==> src/rtl/core/grlc_pkg.sv <==
// Gamepad report link controller: shared types and constants.
// No dependencies.
package grlc_pkg;

  localparam int unsigned KeyW    = 10;
  localparam int unsigned ByteW   = 8;

  // Key bit positions in the held-key mask
  localparam int unsigned KeyA      = 0;
  localparam int unsigned KeyB      = 1;
  localparam int unsigned KeySelect = 2;
  localparam int unsigned KeyStart  = 3;
  localparam int unsigned KeyRight  = 4;
  localparam int unsigned KeyLeft   = 5;
  localparam int unsigned KeyUp     = 6;
  localparam int unsigned KeyDown   = 7;
  localparam int unsigned KeyR      = 8;
  localparam int unsigned KeyL      = 9;

  localparam logic [ByteW-1:0] HoldThresholdRst = 8'd150;
  localparam logic [ByteW-1:0] HoldMax          = 8'hFF;
  localparam logic [ByteW-1:0] AxisPos          = 8'h7F;
  localparam logic [ByteW-1:0] AxisNeg          = 8'h80;

  typedef enum logic [1:0] {
    LINK_DISCOVERING = 2'd0,
    LINK_CONNECTING  = 2'd1,
    LINK_CONNECTED   = 2'd2
  } link_e;

  typedef enum logic [2:0] {
    ACT_NONE       = 3'd0,
    ACT_REPORT     = 3'd1,
    ACT_DISCONNECT = 3'd2,
    ACT_CONNECT    = 3'd3,
    ACT_FAILED     = 3'd4
  } action_e;

  // Packed as x<<24 | y<<16 | face<<8 | system
  typedef struct packed {
    logic [ByteW-1:0] x_axis;
    logic [ByteW-1:0] y_axis;
    logic [ByteW-1:0] face;
    logic [ByteW-1:0] sys;
  } report_t;

  typedef struct packed {
    action_e act;
    report_t rep;
    link_e   link;
  } result_t;

endpackage

==> src/rtl/core/grlc_report_build.sv <==
// Maps the held-key mask onto a gamepad report.
// Depends on grlc_pkg.
module grlc_report_build import grlc_pkg::*; (
  input  logic [KeyW-1:0] keys_i,
  output report_t         report_o
);

  always_comb begin
    report_o = '0;
    report_o.face[0] = keys_i[KeyA];
    report_o.face[1] = keys_i[KeyB];
    report_o.face[4] = keys_i[KeyL];
    report_o.face[5] = keys_i[KeyR];
    report_o.sys[4]  = keys_i[KeySelect];
    report_o.sys[5]  = keys_i[KeyStart];
    // down beats up, left beats right
    if (keys_i[KeyDown]) begin
      report_o.y_axis = AxisPos;
    end else if (keys_i[KeyUp]) begin
      report_o.y_axis = AxisNeg;
    end
    if (keys_i[KeyLeft]) begin
      report_o.x_axis = AxisNeg;
    end else if (keys_i[KeyRight]) begin
      report_o.x_axis = AxisPos;
    end
  end

endmodule

==> src/rtl/core/grlc_link_fsm.sv <==
// Link state machine, start-hold counter and last-report memory.
// Depends on grlc_pkg and grlc_report_build.
module grlc_link_fsm import grlc_pkg::*; (
  input  logic             clk_i,
  input  logic             rst_ni,
  input  logic             fire_i,
  input  logic [KeyW-1:0]  keys_i,
  input  logic             paired_i,
  input  logic             command_ready_i,
  input  logic [ByteW-1:0] hold_threshold_i,
  output result_t          result_o
);

  link_e            link_q, link_d;
  logic [ByteW-1:0] hold_q, hold_d;
  report_t          last_q, last_d;
  report_t          fresh;
  logic [ByteW-1:0] hold_inc;
  logic             drop;

  grlc_report_build u_build (
    .keys_i   (keys_i),
    .report_o (fresh)
  );

  assign hold_inc = hold_q + 8'd1;

  // next-state block
  always_comb begin
    link_d = link_q;
    hold_d = hold_q;
    last_d = last_q;
    drop   = 1'b0;
    unique case (link_q)
      LINK_DISCOVERING: begin
        if (keys_i[KeyA]) begin
          if (command_ready_i) begin
            link_d = LINK_CONNECTING;
          end
        end else if (paired_i) begin
          link_d = LINK_CONNECTED;
        end
      end
      LINK_CONNECTING: begin
        if (paired_i) begin
          link_d = LINK_CONNECTED;
        end
      end
      LINK_CONNECTED: begin
        if (keys_i[KeyStart]) begin
          if (hold_q != HoldMax) begin
            hold_d = hold_inc;
            drop   = (hold_inc == hold_threshold_i);
          end
        end else begin
          hold_d = '0;
        end
        if (drop) begin
          link_d = LINK_DISCOVERING;
        end else if (fresh != last_q) begin
          last_d = fresh;
        end
      end
      default: begin
      end
    endcase
  end

  // output block
  always_comb begin
    result_o.act  = ACT_NONE;
    result_o.rep  = '0;
    result_o.link = link_d;
    unique case (link_q)
      LINK_DISCOVERING: begin
        if (keys_i[KeyA]) begin
          result_o.act = command_ready_i ? ACT_CONNECT : ACT_FAILED;
        end
      end
      LINK_CONNECTED: begin
        if (drop) begin
          result_o.act = ACT_DISCONNECT;
        end else if (fresh != last_q) begin
          result_o.act = ACT_REPORT;
          result_o.rep = fresh;
        end
      end
      default: begin
      end
    endcase
  end

  always_ff @(posedge clk_i or negedge rst_ni) begin
    if (!rst_ni) begin
      link_q <= LINK_DISCOVERING;
      hold_q <= '0;
      last_q <= '0;
    end else if (fire_i) begin
      link_q <= link_d;
      hold_q <= hold_d;
      last_q <= last_d;
    end
  end

  a_drop_to_discovering: assert property (@(posedge clk_i) disable iff (!rst_ni)
    fire_i && result_o.act == ACT_DISCONNECT |=> link_q == LINK_DISCOVERING)
    else $error("disconnect did not return link to discovering");

  a_report_updates_last: assert property (@(posedge clk_i) disable iff (!rst_ni)
    fire_i && result_o.act == ACT_REPORT |=> last_q == $past(result_o.rep))
    else $error("sent report not remembered");

  a_hold_clears: assert property (@(posedge clk_i) disable iff (!rst_ni)
    fire_i && link_q == LINK_CONNECTED && !keys_i[KeyStart] |=> hold_q == '0)
    else $error("hold count not cleared on start release");

endmodule

==> src/rtl/core/gamepad_report_link_controller_top.sv <==
// Gamepad report link controller, top level: input register, link logic,
// result register and threshold register. Depends on grlc_pkg, grlc_link_fsm.
//
//  channel | direction | handshake            | payload
//  --------+-----------+----------------------+-----------------------------------
//  in      | sink      | in_valid_i/in_stall_o| keys_i, paired_i, command_ready_i
//  out     | source    | out_valid_o/out_stall_i | action_o, x_axis_o, y_axis_o,
//          |           |                      | face_buttons_o, system_buttons_o,
//          |           |                      | link_state_o
//  cfg     | sink      | cfg_valid_i/cfg_ready_o | cfg_data_i (hold threshold)
//
// One beat in, one beat out. Throughput is one beat per cycle while the
// output is not stalled; a beat goes from input accept through the input
// register, then a single pass through the link logic into the result register.
// The link state only advances when the buffered beat moves into the result
// register, so a stalled output holds the input beat and its effect on state.
// Reset: link discovering, hold count and last report zero, threshold 150.
// cfg_ready_o is tied high; the threshold is written any cycle.
module gamepad_report_link_controller_top import grlc_pkg::*; (
  input  logic             clk_i,
  input  logic             rst_ni,
  // input beats
  input  logic             in_valid_i,
  output logic             in_stall_o,
  input  logic [KeyW-1:0]  keys_i,
  input  logic             paired_i,
  input  logic             command_ready_i,
  // result beats
  output logic             out_valid_o,
  input  logic             out_stall_i,
  output logic [2:0]       action_o,
  output logic [ByteW-1:0] x_axis_o,
  output logic [ByteW-1:0] y_axis_o,
  output logic [ByteW-1:0] face_buttons_o,
  output logic [ByteW-1:0] system_buttons_o,
  output logic [1:0]       link_state_o,
  // threshold register write
  input  logic             cfg_valid_i,
  output logic             cfg_ready_o,
  input  logic [ByteW-1:0] cfg_data_i
);

  logic             in_valid_q, in_valid_d;
  logic [KeyW-1:0]  keys_q;
  logic             paired_q;
  logic             cmd_ready_q;
  logic             out_valid_q, out_valid_d;
  result_t          res_q;
  result_t          res_d;
  logic [ByteW-1:0] thr_q;
  logic             fire;
  logic             load;

  // buffered beat moves on when the result slot is free or being drained
  assign fire       = in_valid_q && (!out_valid_q || !out_stall_i);
  assign in_stall_o = in_valid_q && !fire;
  assign load       = in_valid_i && !in_stall_o;

  assign in_valid_d  = load || (in_valid_q && !fire);
  assign out_valid_d = fire || (out_valid_q && out_stall_i);

  assign cfg_ready_o = 1'b1;

  grlc_link_fsm u_link (
    .clk_i            (clk_i),
    .rst_ni           (rst_ni),
    .fire_i           (fire),
    .keys_i           (keys_q),
    .paired_i         (paired_q),
    .command_ready_i  (cmd_ready_q),
    .hold_threshold_i (thr_q),
    .result_o         (res_d)
  );

  // control
  always_ff @(posedge clk_i or negedge rst_ni) begin
    if (!rst_ni) begin
      in_valid_q  <= 1'b0;
      out_valid_q <= 1'b0;
      thr_q       <= HoldThresholdRst;
    end else begin
      in_valid_q  <= in_valid_d;
      out_valid_q <= out_valid_d;
      if (cfg_valid_i && cfg_ready_o) begin
        thr_q <= cfg_data_i;
      end
    end
  end

  // payload, no reset
  always_ff @(posedge clk_i) begin
    if (load) begin
      keys_q      <= keys_i;
      paired_q    <= paired_i;
      cmd_ready_q <= command_ready_i;
    end
    if (fire) begin
      res_q <= res_d;
    end
  end

  assign out_valid_o      = out_valid_q;
  assign action_o         = res_q.act;
  assign x_axis_o         = res_q.rep.x_axis;
  assign y_axis_o         = res_q.rep.y_axis;
  assign face_buttons_o   = res_q.rep.face;
  assign system_buttons_o = res_q.rep.sys;
  assign link_state_o     = res_q.link;

  a_stall_needs_beat: assert property (@(posedge clk_i) disable iff (!rst_ni)
    in_stall_o |-> in_valid_q && out_valid_q)
    else $error("input stalled with nothing buffered");

  a_fields_zero: assert property (@(posedge clk_i) disable iff (!rst_ni)
    out_valid_o && action_o != ACT_REPORT |->
      x_axis_o == '0 && y_axis_o == '0 && face_buttons_o == '0 &&
      system_buttons_o == '0)
    else $error("report fields set without a report");

  a_fire_fills_out: assert property (@(posedge clk_i) disable iff (!rst_ni)
    fire |=> out_valid_q)
    else $error("fired beat lost");

endmodule

==> config.mk <==
export PLATFORM = sky130hd
export DESIGN_NAME = gamepad_report_link_controller_top
export DESIGN_NICKNAME = d
export VERILOG_FILES = /design/src/rtl/core/grlc_pkg.sv /design/src/rtl/core/grlc_report_build.sv /design/src/rtl/core/grlc_link_fsm.sv /design/src/rtl/core/gamepad_report_link_controller_top.sv
export SDC_FILE = /design/constraint.sdc
export NUM_CORES = 1
export LEC_CHECK = 0
export ABC_AREA = 1
export BUFFER_PORTS_ARGS = -buffer_cell sky130_fd_sc_hd__buf_2
export CORE_MARGIN = 2
export CORE_UTILIZATION = 28
export CTS_CLUSTER_SIZE = 8
export DETAILED_ROUTE_END_ITERATION = 8
export PLACE_DENSITY = 0.59
export SLEW_MARGIN = 20
export SYNTH_ARGS = -nofsm -noshare
export SYNTH_HDL_FRONTEND = slang
export SYNTH_SLANG_ARGS = --single-unit
==> constraint.sdc <==
create_clock -name clk_i -period 2.61 [get_ports clk_i]
set_input_delay 0.522 -clock clk_i [delete_from_list [all_inputs] [get_ports clk_i]]
set_output_delay 0.522 -clock clk_i [all_outputs]
set_load 0.005 [all_outputs]
## Yosys cells after proc, flatten, opt, wreduce, memory -nomap -nowiden

Index checks and enable logic that the tools add are counted.

| word-level totals | value |
|---|---|
| bits in registers | 91 |
| bits in latches | 0 |
| RAM bits | 0 |
| bits in read-only memories | 0 |
| bits of input ports | 25 |
| output and inout bits | 40 |
| memories kept | 0 |

| cells by class | value |
|---|---|
| add/subtract/negate cells | 1 |
| $mul | 0 |
| divide/modulo/power cells | 0 |
| order comparisons | 0 |
| equality and inequality tests | 6 |
| shift operators | 0 |
| mux-type cells | 20 |
| bitwise gates (word level) | 3 |
| reductions and logical operators | 16 |

Operator list:

| cell | count |
|---|---|
| 2-to-1 mux 8 bit | 5 |
| 2-to-1 mux 33 bit | 1 |
| != test 22 bit | 1 |
| 2-to-1 mux 3 bit | 3 |
| adder 8 x 1 -> 8 bit, second input constant | 1 |
| == test 8 bit | 1 |
| 2-to-1 mux 2 bit | 4 |
| != test 8 bit, second input constant | 1 |
| 2-to-1 mux 7 bit | 1 |
| case mux 2 bit (3 select lines) | 1 |
| case mux 3 bit (2 select lines) | 1 |
| logical AND 1 bit | 4 |
| zero test 1 bit | 4 |
| 2-to-1 mux 1 bit | 4 |
| AND reduction 4 bit | 1 |
| logical OR 1 bit | 3 |
| inverter 1 bit | 3 |
| AND reduction 3 bit | 1 |
| OR reduction 3 bit | 1 |
| == test 2 x 1 -> 1 bit, second input constant | 1 |
| == test 2 bit, second input constant | 1 |
| zero test 2 bit | 1 |
| != test 2 x 1 -> 1 bit, second input constant | 1 |
| OR reduction 2 bit | 1 |

## Longest topological paths before layout

Gate-level depths: netlist of run 1.

| depth | value |
|---|---|
| depth after elaboration | 8 |
| gate-level depth with buffers | 14 |
| gate-level depth less buffers | 14 |

## By module

A second synthesis of run 1 with hierarchy kept.

| second synthesis, totals | value |
|---|---|
| cell total of the unflattened synthesis | 598 |
| area, all modules | 5053.6 um2 |

Modules (own cells, without submodules):

| module | times used | cells each | area each (um2) | seq. area each (um2) |
|---|---|---|---|---|
| grlc_link_fsm | 1 | 467 | 2915.3 | 1051.0 |
| gamepad_report_link_controller_top | 1 | 96 | 1889.3 | 1726.7 |
| grlc_report_build | 1 | 35 | 249.0 | 0.0 |

## Least setup slack after synthesis of run 1

No wires, ideal clock.

| timing path | value |
|---|---|
| kind | in2reg |
| start point | input port out_stall_i |
| end point | register res_q, in the netlist action_o[0], enable pin |
| library setup time | 0.385 ns |
| arrival time | 1.474 ns |
| setup slack | 0.751 ns |
| cell stages on the path | 4 |
| path buffers | 1 |
| cell sequence | nand2_1 nand2_1 inv_1 buf_1 |

| on the way | value |
|---|---|
| word-level cells in the longest chain between the ends | 3 |

RTL lines:

| what | line | RTL |
|---|---|---|
| start: declaration | gamepad_report_link_controller_top.sv:30 | `input logic out_stall_i,` |
| zero test 1 bit | gamepad_report_link_controller_top.sv:55 | `assign fire = in_valid_q && (!out_valid_q \|\| !out_stall_i);` |
| logical OR 1 bit | gamepad_report_link_controller_top.sv:55 |  |
| logical AND 1 bit | gamepad_report_link_controller_top.sv:55 |  |
| named net fire | gamepad_report_link_controller_top.sv:51 | `logic fire;` |
| end signal: assignment | gamepad_report_link_controller_top.sv:98 | `res_q <= res_d;` |
| end: declaration | gamepad_report_link_controller_top.sv:48 | `result_t res_q;` |

The timed path passes the listed nets, and every way through them passes these cells.
A chain may end at the register's enable or synchronous reset.

## Worst setup path in the final report of run 1

| timing path | value |
|---|---|
| start point | register u_link.hold_q[0] |
| end point | register res_q, in the netlist y_axis_o[6] (data pin) |

| on the way | value |
|---|---|
| word-level cells in the longest chain between the ends | 7 |
| elaborated cells between the ends (all ways) | 8 |
| classes of those cells | add/sub: 1; eq/ne: 2; mux: 4; reduce/logical: 1 |

RTL lines:

| what | line | RTL |
|---|---|---|
| start: declaration | grlc_link_fsm.sv:15 | `logic [ByteW-1:0] hold_q, hold_d;` |
| start signal: assignment | grlc_link_fsm.sv:100 | `hold_q <= hold_d;` |
| adder 8 x 1 -> 8 bit | grlc_link_fsm.sv:26 | `assign hold_inc = hold_q + 8'd1;` |
| == test 8 bit | grlc_link_fsm.sv:53 | `drop = (hold_inc == hold_threshold_i);` |
| 2-to-1 mux 1 bit * | grlc_link_fsm.sv:51 | `if (hold_q != HoldMax) begin` |
| 2-to-1 mux 1 bit * | grlc_link_fsm.sv:50 | `if (keys_i[KeyStart]) begin` |
| 2-to-1 mux 1 bit * (2 in a row) | grlc_link_fsm.sv:34 | `unique case (link_q)` |
| OR reduction 3 bit (no source line) * | n/a |  |

Every way passes the cells marked *; elsewhere a longest branch is shown, timed or not. The select of a mux whose other input is x is not followed.

==> results of run 1 <==
## metal layers
layer	global-route usage, %	vias up
li1	-	1005
met1	15.5	886
met2	16.1	57
met3	2.89	9
met4	5.16	0
met5	0	-
## state kept, by name, summed over array words and instances, names as in the netlist
| name | flops |
|---|---|
| action_o | 3 |
| cmd_ready_q | 1 |
| face_buttons_o | 4 |
| in_valid_q | 1 |
| keys_q | 10 |
| link_state_o | 2 |
| out_valid_o | 1 |
| paired_q | 1 |
| system_buttons_o | 2 |
| thr_q | 8 |
| u_link.hold_q | 8 |
| u_link.last_q | 10 |
| u_link.link_q | 2 |
| x_axis_o | 2 |
| y_axis_o | 2 |
## power by group through the flow
stage	clock network, mW	registers [mW]	logic [mW]
2_1_floorplan	0	1.33	0.634
3_3_place_gp	0	1.36	0.782
3_5_place_dp	0	1.36	0.795
4_1_cts	0.954	1.35	0.798
5_1_grt	0.989	1.38	0.925
6_report	0.930	1.35	0.785
## worst register-to-register path: stages, from the launching register on
cell,delay [ns]
dfrtp_1,0.45
ha_1,0.30
nand3_1,0.14
o21ai_1,0.19
nand2_1,0.09
nand2_1,0.06
nand2_1,0.04
nor2_1,0.12
nand3_2,0.08
nand2_1,0.28
nor2_1,0.10
## cell usage after synthesis (4+ instances only)
| cell type | n |
|---|---|
| nand2_1 | 78 |
| inv_1 | 28 |
| edfxtp_1 | 27 |
| dfrtp_1 | 26 |
| buf_4 | 25 |
| nor2_1 | 17 |
| nand3_1 | 15 |
| nand4_1 | 14 |
| o21ai_0 | 11 |
| o22ai_1 | 6 |
| xnor2_1 | 5 |
| xor2_1 | 5 |
| dfstp_2 | 4 |
| inv_2 | 4 |
## cells by family (layout without fill, tap and decap cells)
family,after synthesis,count (layout),synth area share (%)
DFF,57,57,56.6
adders and majority gates,1,1,0.452
AOI/OAI and AO/OA,21,21,4.29
muxes,1,1,0.407
buffers and inverters,61,104,12.0
and+or+nand+nor,136,136,22.0
other,2,11,0.271
xor gates and xnor gates,11,11,3.98
## cell type report
type                       count  area [µm²]
clock buffer                   9         124
clock inverter                 7         103
fill                        1009        6410
inverter                      32         120
multi-input combinational    181         903
sequential                    57        1570
tap                          133         166
timing repair buffer          56         288
## through the flow
stage / utilization, % / hold slack, ns / power, mW / instances / cell area [µm²]
floorplan: - / 0.226 / 1.96 / 299 / 2800
global placement: 31.4 / 0.470 / 2.14 / 459 / 3040
detailed placement: 31.4 / 0.478 / 2.16 / 459 / 3040
CTS: 33.8 / 0.242 / 3.10 / 475 / 3270
global route: 33.8 / 0.279 / 3.30 / 475 / 3270
finish: 33.8 / 0.232 / 3.06 / 475 / 3270
## path summary, 6_finish.rpt
| path | endpoint | slack, ns | cells after the start |
|---|---|---|---|
| min in group clk_i | paired_q$_DFFE_PP_ | 0.35 | 1 |
| worst min register to register | u_link.last_q[31]$_DFFE_PN0P_ | 0.49 | 2 |
| worst min-delay path | thr_q[5]$_DFFE_PN0P_ | 0.23 | 1 |
| max in group asynchronous | u_link.last_q[5]$_DFFE_PN0P_ | 1.92 | 1 |
| worst max register to register | y_axis_o[6]$_SDFFCE_PP0P_ | 0.49 | 10 |
| worst max-delay path | y_axis_o[6]$_SDFFCE_PP0P_ | 0.49 | 10 |
==> metrics.txt, run 1 <==
fraction of layout cells with a size suffix above 1=between 20% and 30%; largest net degree at the start of global routing=31; Clock Path Buffers=2; register area share after synthesis=a little under three fifths; Yosys top cell area share=between 20% and 30%; GRT overflow=0; DRC violations left=0; type of the most critical hold path=input pin to async pin; first-pass GRT wire length=about 9000 µm; Reg clk slew, reported paths=0.07 ns; antenna cell count=0; Clock Root Buffer=clkbuf_8; clock latency on the worst-skew pair=around 0.35 ns; warnings from Yosys=0; Crit path top cell by count=nand2_1; #FFs+latches synth=57; detailed placer's ending HPWL=approximately 4000 µm; Tmin final=2.12 ns; vias per inst=roughly 4.1; setup ws final=0.493 ns; switching share of power=between 30% and 40%; Critical Path RT=~2.7 ns; metal2 WL=2330 µm; fin crit share=between 80% and 90%; H-tree levels=3; Port-buffer cells=53; fin nets=about 360; top post-synthesis cells by area=edfxtp_1 (29%), dfrtp_1 (24%), nand2_1 (11%); RSZ-0062 raised after global routing=false; Post-CTS Setup Repair Bufs=0; Crit path max-delay family=simple AND/OR/NAND/NOR gates; CP max stage cell=dfrtp_1; Internal Power=2.05 mW; fin. max-slew vios=0; CTS tree=built; Arrival @ worst endpoint=around 2.2 ns; total number of vias=slightly below 2000; GP Congestion=0.835; pre-CTS setup slack=0.498 ns; PD cells=approximately 940 mW/mm²; startpoint class of the critical path=flop; Leak=around 1.5 nW; Setup-failing EPs final=0; Detailed Routing Iterations Pass 1=4; Worst IR Drop VDD=just under 300 µV; largest area contributor in the netlist=edfxtp_1; library cells used by synthesis=32; Reg-to-Reg Start=u_link.hold_q[0]$_DFFE_PN0P_; die area=between 0.01 and 0.015 mm²; crit path launch=u_link.hold_q[0]$_DFFE_PN0P_; max-cap violations=0; Die X=approximately 100 µm; Worst-Margin Slew=0.714 ns; Netlist Area Pre-Place=approximately 0.0028 mm²; Synth Instances=slightly below 300; EDFF count, synth=27; outcome=finished, final reports clean; number of DRC markers in iteration 0=about 80; wire length on met3=266 µm; commonest cells after routing, fill and taps aside=nand2_1 (78), buf_2 (53), inv_1 (28); setup TNS=0 ns; Critical Path Fanout Max=11; syn_area_per_cell=9.54 µm²; most common cell after layout, fill and taps aside=nand2_1; Critical Path Sink Type=flop; Clk pwr share=a little under a third; switching power=between 1 and 1.5 mW; routed metal-1 wirelength=between 2000 and 3000 µm; Row Count=36; Synth async-reset ratio=52.6%; Top FF cell, synth=edfxtp_1; Initial Util=approximately 29%; max_slew headroom=between 50% and 60%; GRT Util Overall=11.1%; Post-CTS Resized=0; Area growth syn-to-layout=18.2%; TritonCTS Buffers=9; part of the power in combinational logic=about a quarter; Fmax achieved=~470 MHz; routed len/inst=about 11 µm; Boundary Pins=65; Hold Violations, Final=0; kind of critical path=flop to flop; initial antenna violation count=0; post-route ant nets=0; highest routed layer=met4; largest stage delay on the critical path=about 0.45 ns; clock sink count=57; Worst Path Buf+Inv=0; skew final=between 0.01 and 0.015 ns; core area=between 0.009 and 0.01 mm²; vias in the first global route=roughly 1900; Die Ht=103 µm; Reg power frac=between 40% and 50%; Hold-fix buffers, CTS=0; critical path, cell by cell=ha_1, nand3_1, o21ai_1, nand2_1, nand2_1, nand2_1, nor2_1, nand3_2, nand2_1, nor2_1; drt total wl=between 5000 and 6000 µm
(Power assumes the default switching activity.)
==> inputs of run 2 (changes only) <==
- clock period: 2.61 -> 2.1 ns (I/O delays scaled with it)
==> run 2 against run 1 <==
Net effect:
- design area is 1.3% higher
- count of clock-buffer cells in the layout stayed put
- cell count is 0.84% higher
- setup slack worse by 0.32 ns
- wire length is 2.8% higher
- first-iteration DRC count is 3.7% higher
- critical path depth is 2 higher
- sequential power is 23% higher
- clock skew is 0.0045 ns lower
- non-clock buffer count is 3 higher
- via count is 3.8% higher
- critical endpoint is now u_link.last_q[9]$_DFFE_PN0P_
- highest routed layer unchanged
==> metrics.txt, run 2 (synthesis results as in run 1) <==
largest net degree at the start of global routing=31; max-cap violations=0; TritonCTS Buffers=9; commonest cells after routing, fill and taps aside=nand2_1 (77), buf_2 (53), inv_1 (28); largest registers=keys_q (10), u_link.last_q (10); setup TNS=0 ns; GRT Util Overall=between 10% and 20%; fin nets=about 370; Port-buffer cells=53; Fmax achieved=about 520 MHz; switching share of power=approximately a third; routed len/inst=between 10 and 15 µm; drt total wl=about 5600 µm; kind of critical path=flop to flop; Die Ht=103 µm; type of the most critical hold path=input pin to async pin; die area=around 0.011 mm²; Reg clk slew, reported paths=around 0.07 ns; total number of vias=between 2000 and 2500; Clock Path Buffers=2; fin crit share=between 90% and 100%; Leak=between 1.5 and 2 nW; Setup-failing EPs final=0; Die X=~100 µm; CTS tree=built; clock latency on the worst-skew pair=about 0.35 ns; startpoint class of the critical path=flop; FF/Latch Area=between 0.0015 and 0.002 mm²; initial antenna violation count=0; Worst IR Drop VDD=around 350 µV; H-tree levels=3; Boundary Pins=65; outcome=finished, final reports clean; Hold Violations, Final=0; switching power=around 1.3 mW; Worst-Margin Slew=0.691 ns; Hold-fix buffers, CTS=0; Critical Path RT=2.38 ns; detailed placer's ending HPWL=about 4000 µm; most common cell after layout, fill and taps aside=nand2_1; post-route ant nets=0; pre-CTS setup slack=0.0159 ns; number of DRC markers in iteration 0=84; Reg power frac=a little over two fifths; Area growth syn-to-layout=19.8%; Initial Util=~29%; Tmin final=between 1.5 and 2 ns; fraction of layout cells with a size suffix above 1=28.0%; Internal Power=between 2 and 3 mW; vias per inst=4.24; skew final=a little over 0.006 ns; Critical Path Sink Type=flop; clock sink count=57; area of the multi-input gates=approximately 930 µm²; GRT overflow=0; fin. max-slew vios=0; max_slew headroom=54.0%; Detailed Routing Iterations Pass 1=4; first-pass GRT wire length=between 9000 and 10000 µm; Critical Path Fanout Max=13; PD cells=1160 mW/mm²; setup ws final=around 0.17 ns; Clock Root Buffer=clkbuf_8; RSZ-0062 raised after global routing=false; Row Count=36; GP Congestion=0.803; DRC violations left=0; part of the power in combinational logic=27.7%; core area=a little under 0.01 mm²; antenna cell count=0; Arrival @ worst endpoint=roughly 2.2 ns; vias in the first global route=between 1500 and 2000; Fillers=between 900 and 1000; Clk pwr share=29.3%
==> run 2: changes by cell type in the layout (fill, tap and decap cells not counted) <==
cell / change
buf_4: +3
clkinv_2: +2
clkinv_4: -2
clkinvlp_4: +1
ha_1: -1
ha_2: +1
inv_6: -1
nand2_1: -1
nand2_4: +1
nand3_4: +1
nor2_1: -1
nor2_2: +1
o21ai_0: -1
o21ai_1: +1
==> run 2: power groups by stage <==
stage | clock [mW] | sequential [mW] | combinational [mW]
global route | 1.21 | 1.70 | 1.24
global placement | 0 | 1.67 | 0.994
detailed placement | 0 | 1.68 | 1.02
finish | 1.13 | 1.66 | 1.06
floorplan | 0 | 1.65 | 0.788
CTS | 1.16 | 1.66 | 1.02
==> run 2: path summary, 6_finish.rpt <==
kind	start	cells past startpoint	endpoint	slack, ns
max	u_link.hold_q[1]$_DFFE_PN0P_	12	u_link.last_q[9]$_DFFE_PN0P_	0.17
min	rst_ni	1	thr_q[3]$_DFFE_PN0P_	0.12
max reg2reg	u_link.hold_q[1]$_DFFE_PN0P_	12	u_link.last_q[9]$_DFFE_PN0P_	0.17
min reg2reg	u_link.last_q[23]$_DFFE_PN0P_	2	u_link.last_q[23]$_DFFE_PN0P_	0.49
max in group asynchronous	rst_ni	1	u_link.last_q[4]$_DFFE_PN0P_	1.54
min in group clk_i	keys_i[8]	1	keys_q[8]$_DFFE_PP_	0.24
==> run 2: layer usage <==
layer  global-route usage (%)  part of all wire, %  vias up
li1                         -                    -     1015
met2                     16.9                   46       59
met5                        0                    0        -
met1                     15.0                   46      946
met4                     6.68                  2.5        0
met3                     3.56                  5.7       12
==> run 2: repair_timing <==
| action | CTS | global route |
|---|---|---|
| setup endpoints to repair | 0 | 22 |
| resized for setup | 0 | 6 |
| buffers inserted | 0 | 1 |
==> run 2: per-stage QoR <==
| step | hold slack [ns] | total power [mW] | cell area (µm²) | cells | utilization (%) |
|---|---|---|---|---|---|
| floorplan | 0.124 | 2.44 | 2800 | 299 | - |
| global placement | 0.471 | 2.67 | 3060 | 461 | 31.6 |
| detailed placement | 0.479 | 2.70 | 3060 | 461 | 31.6 |
| CTS | 0.129 | 3.85 | 3280 | 477 | 33.8 |
| global route | 0.166 | 4.15 | 3310 | 479 | 34.2 |
| finish | 0.115 | 3.85 | 3310 | 479 | 34.2 |
==> run 2: layout make-up <==
type,count,area share [%]
Sequential cell,57,47.3
Timing Repair Buffer,59,9.36
Clock buffer,9,3.74
Inverter,32,3.62
Clock inverter,7,2.83
Tap cell,133,5.02
Multi-Input combinational cell,182,28.2
==> run 2: critical path: stages, from the launching register on <==
cell and delay (ns):
dfrtp_1 0.39, ha_2 0.34, nand2_1 0.06, nand2_1 0.08, nand3_1 0.08, nor2_1 0.12, nand3_1 0.10, nor2_2 0.11
nand3_2 0.12, buf_4 0.22, nand3_2 0.13, nand2_1 0.07, nand2_1 0.05
==> inputs of run 3 (changes only) <==
- ABC_AREA: 1 -> not set
- REMOVE_ABC_BUFFERS: not set -> 1
==> run 3 against run 2 <==
Net effect:
- via count fell by 14%
- the run now ends with setup timing left
- clock skew rose by 0.0033 ns
- sequential power fell by 4%
==> metrics.txt, run 3 <==
outcome=finished, violations left; failing checks=setup timing; clock sink count=57; top cells by count, synth=edfxtp_1 (27), dfrtp_1 (26), buf_4 (23); syn_area_per_cell=between 10 and 15 µm²; Clock Path Buffers=2; detailed placer's ending HPWL=3710 µm; setup ws final=-0.0733 ns; Top FF cell, synth=edfxtp_1; CTS tree=built; Netlist Area Pre-Place=about 0.0027 mm²; warnings from Yosys=0; RSZ-0062 raised after global routing=true; global routing's busiest layer=met2; register area share after synthesis=between 50% and 60%; fin crit share=103%; largest net degree at the start of global routing=31; Boundary Pins=65; vias in the first global route=around 1700; H-tree levels=3; #FFs+latches synth=57; number of DRC markers in iteration 0=slightly above 60; kind of critical path=flop to flop; CP max stage cell=dfrtp_1; Crit. path cell count=7; Initial Util=between 20 and 30%; Reg-to-Reg Start=u_link.hold_q[2]$_DFFE_PN0P_; R2R Path End=system_buttons_o[5]$_SDFFCE_PP0P_; vias per inst=between 4 and 5; fraction of layout cells with a size suffix above 1=between 40% and 50%; Die Ht=a little over 100 µm; EDFF count, synth=27; Synth Instances=approximately 220; max-cap violations=0; Clock Root Buffer=clkbuf_8; total number of vias=about 1800; GRT overflow=0; TritonCTS Buffers=9; first-pass GRT wire length=about 8100 µm; most common cell in the netlist=edfxtp_1; top post-synthesis cells by area=edfxtp_1 (30%), dfrtp_1 (24%), mux2_2 (7.8%); crit path to=system_buttons_o[5]$_SDFFCE_PP0P_; GP Congestion=roughly 0.83; Worst Hold Slack=0.125 ns; fin nets=roughly 310; M1 GR Usage=13.2%; Arrival @ worst endpoint=approximately 2.3 ns; Die X=just over 100 µm; post-route ant nets=0; antenna cell count=0; GRT Util Overall=10.3%; startpoint class of the critical path=flop; critical path, cell by cell=and3_2, nand3_1, xnor2_1, nand4_2, o211a_1, buf_6, and2_4; Yosys top cell area share=29.5%; fin. max-slew vios=0; DRC violations left=0; PD cells=between 1000 and 1500 mW/mm²; pre-CTS setup slack=-0.117 ns; Tmin final=roughly 2.2 ns; drt total wl=5180 µm; largest area contributor in the netlist=edfxtp_1; Synth async-reset ratio=52.6%; most common cell after layout, fill and taps aside=buf_2; r2r worst-path depth=7; Critical Path Fanout Max=6; Worst IR Drop VDD=412 µV; Setup-failing EPs final=22; Hold-fix buffers, CTS=0; Area growth syn-to-layout=28.3%; Fmax achieved=between 400 and 500 MHz; Critical Path RT=2.19 ns; Row Count=36; Critical Path Sink Type=flop; max_slew headroom=approximately 55%; R2R Setup Slk=-0.07 ns; die area=between 0.01 and 0.015 mm²; routed len/inst=12.2 µm; commonest cells after routing, fill and taps aside=buf_2 (53), edfxtp_1 (27), dfrtp_1 (26); Global Route met3 Usage=5.02%; largest registers=keys_q (10), u_link.last_q (10); Leak=~1.5 nW; Core Util, Final=36.6%; Port-buffer cells=53; skew final=0.00945 ns; Worst Path Buf+Inv=1; Reg clk slew, reported paths=0.06 ns; Worst-Margin Slew=0.681 ns; core area=0.00964 mm²; crit path launch=u_link.hold_q[2]$_DFFE_PN0P_; M2 GR Usage=approximately 15%; Crit path max-delay family=simple AND/OR/NAND/NOR gates; initial antenna violation count=0; library cells used by synthesis=41; clock latency on the worst-skew pair=0.34 ns; type of the most critical hold path=input pin to async pin; largest stage delay on the critical path=0.44 ns; Hold Violations, Final=0; Detailed Routing Iterations Pass 1=4; Fillers=around 970
-- run 3: where the power goes --
part	switching (mW)	internal [mW]
Sequential	0.166	1.43
Clock	0.425	0.576
Combinational	0.451	0.657
-- run 3: routing by layer --
metal,up-vias,part of all wire (%)
met1,830,45
met5,-,0
li1,879,-
met3,6,5.4
met4,0,1.3
met2,37,48
-- run 3: timing repair --
item	CTS	global route
resized for setup	16	9
setup endpoints to repair	21	24
pin swaps	3	1
setup buffers	1	1
endpoints found under the hold margin	0	0
-- run 3: worst min-delay path by stage --
stage / from / endpoint / cells past startpoint
final: rst_ni / thr_q[0]$_DFFE_PN0P_ / 1
after global routing: rst_ni / u_link.last_q[13]$_DFFE_PN0P_ / 1
after CTS: rst_ni / u_link.last_q[13]$_DFFE_PN0P_ / 1
after detailed placement: in_valid_q$_DFF_PN0_ / out_valid_o$_DFF_PN0_ / 1
after global placement: in_valid_q$_DFF_PN0_ / out_valid_o$_DFF_PN0_ / 1
after floorplan: rst_ni / in_valid_q$_DFF_PN0_ / 0
-- run 3: layout make-up --
class	instances	area (µm²)	share of cell area [%]
clock inverter	5	55.1	1.56
clock buffer	11	141	4.01
timing repair buffer	77	465	13.2
multi-input combinational	139	1120	31.7
tap	133	166	4.72
sequential	57	1570	44.4
inverter	3	11.3	0.319
-- run 3: kinds of logic after synthesis --
kind of cell / after synthesis / share of synthesized area, %
fa+ha+maj: 1 / 0.456
simple gates: 59 / 12.2
other cells: 2 / 0.273
mux: 19 / 7.79
compound gates: 29 / 8.47
buf+inv: 29 / 7.11
xor+xnor: 20 / 6.65
flops: 57 / 57.0
-- run 3: worst register-to-register path, cell delays in order (launching register included) --
cell and delay (ns):
dfrtp_1 0.44, and3_2 0.31, nand3_1 0.14, xnor2_1 0.24, nand4_2 0.19, o211a_1 0.32
buf_6 0.15, and2_4 0.15
-- run 3: per-stage QoR --
| step | std cells | total power, mW | setup TNS [ns] | area [µm²] |
|---|---|---|---|---|
| after global routing | 425 | 3.96 | -4.51 | 3520 |
| after global placement | 407 | 2.52 | -1.66 | 3210 |
| after CTS | 424 | 3.68 | -1.60 | 3460 |
| final | 425 | 3.71 | -1.32 | 3520 |
| after detailed placement | 407 | 2.54 | -2.08 | 3210 |
| after floorplan | 199 | 2.13 | -5.34 | 2600 |
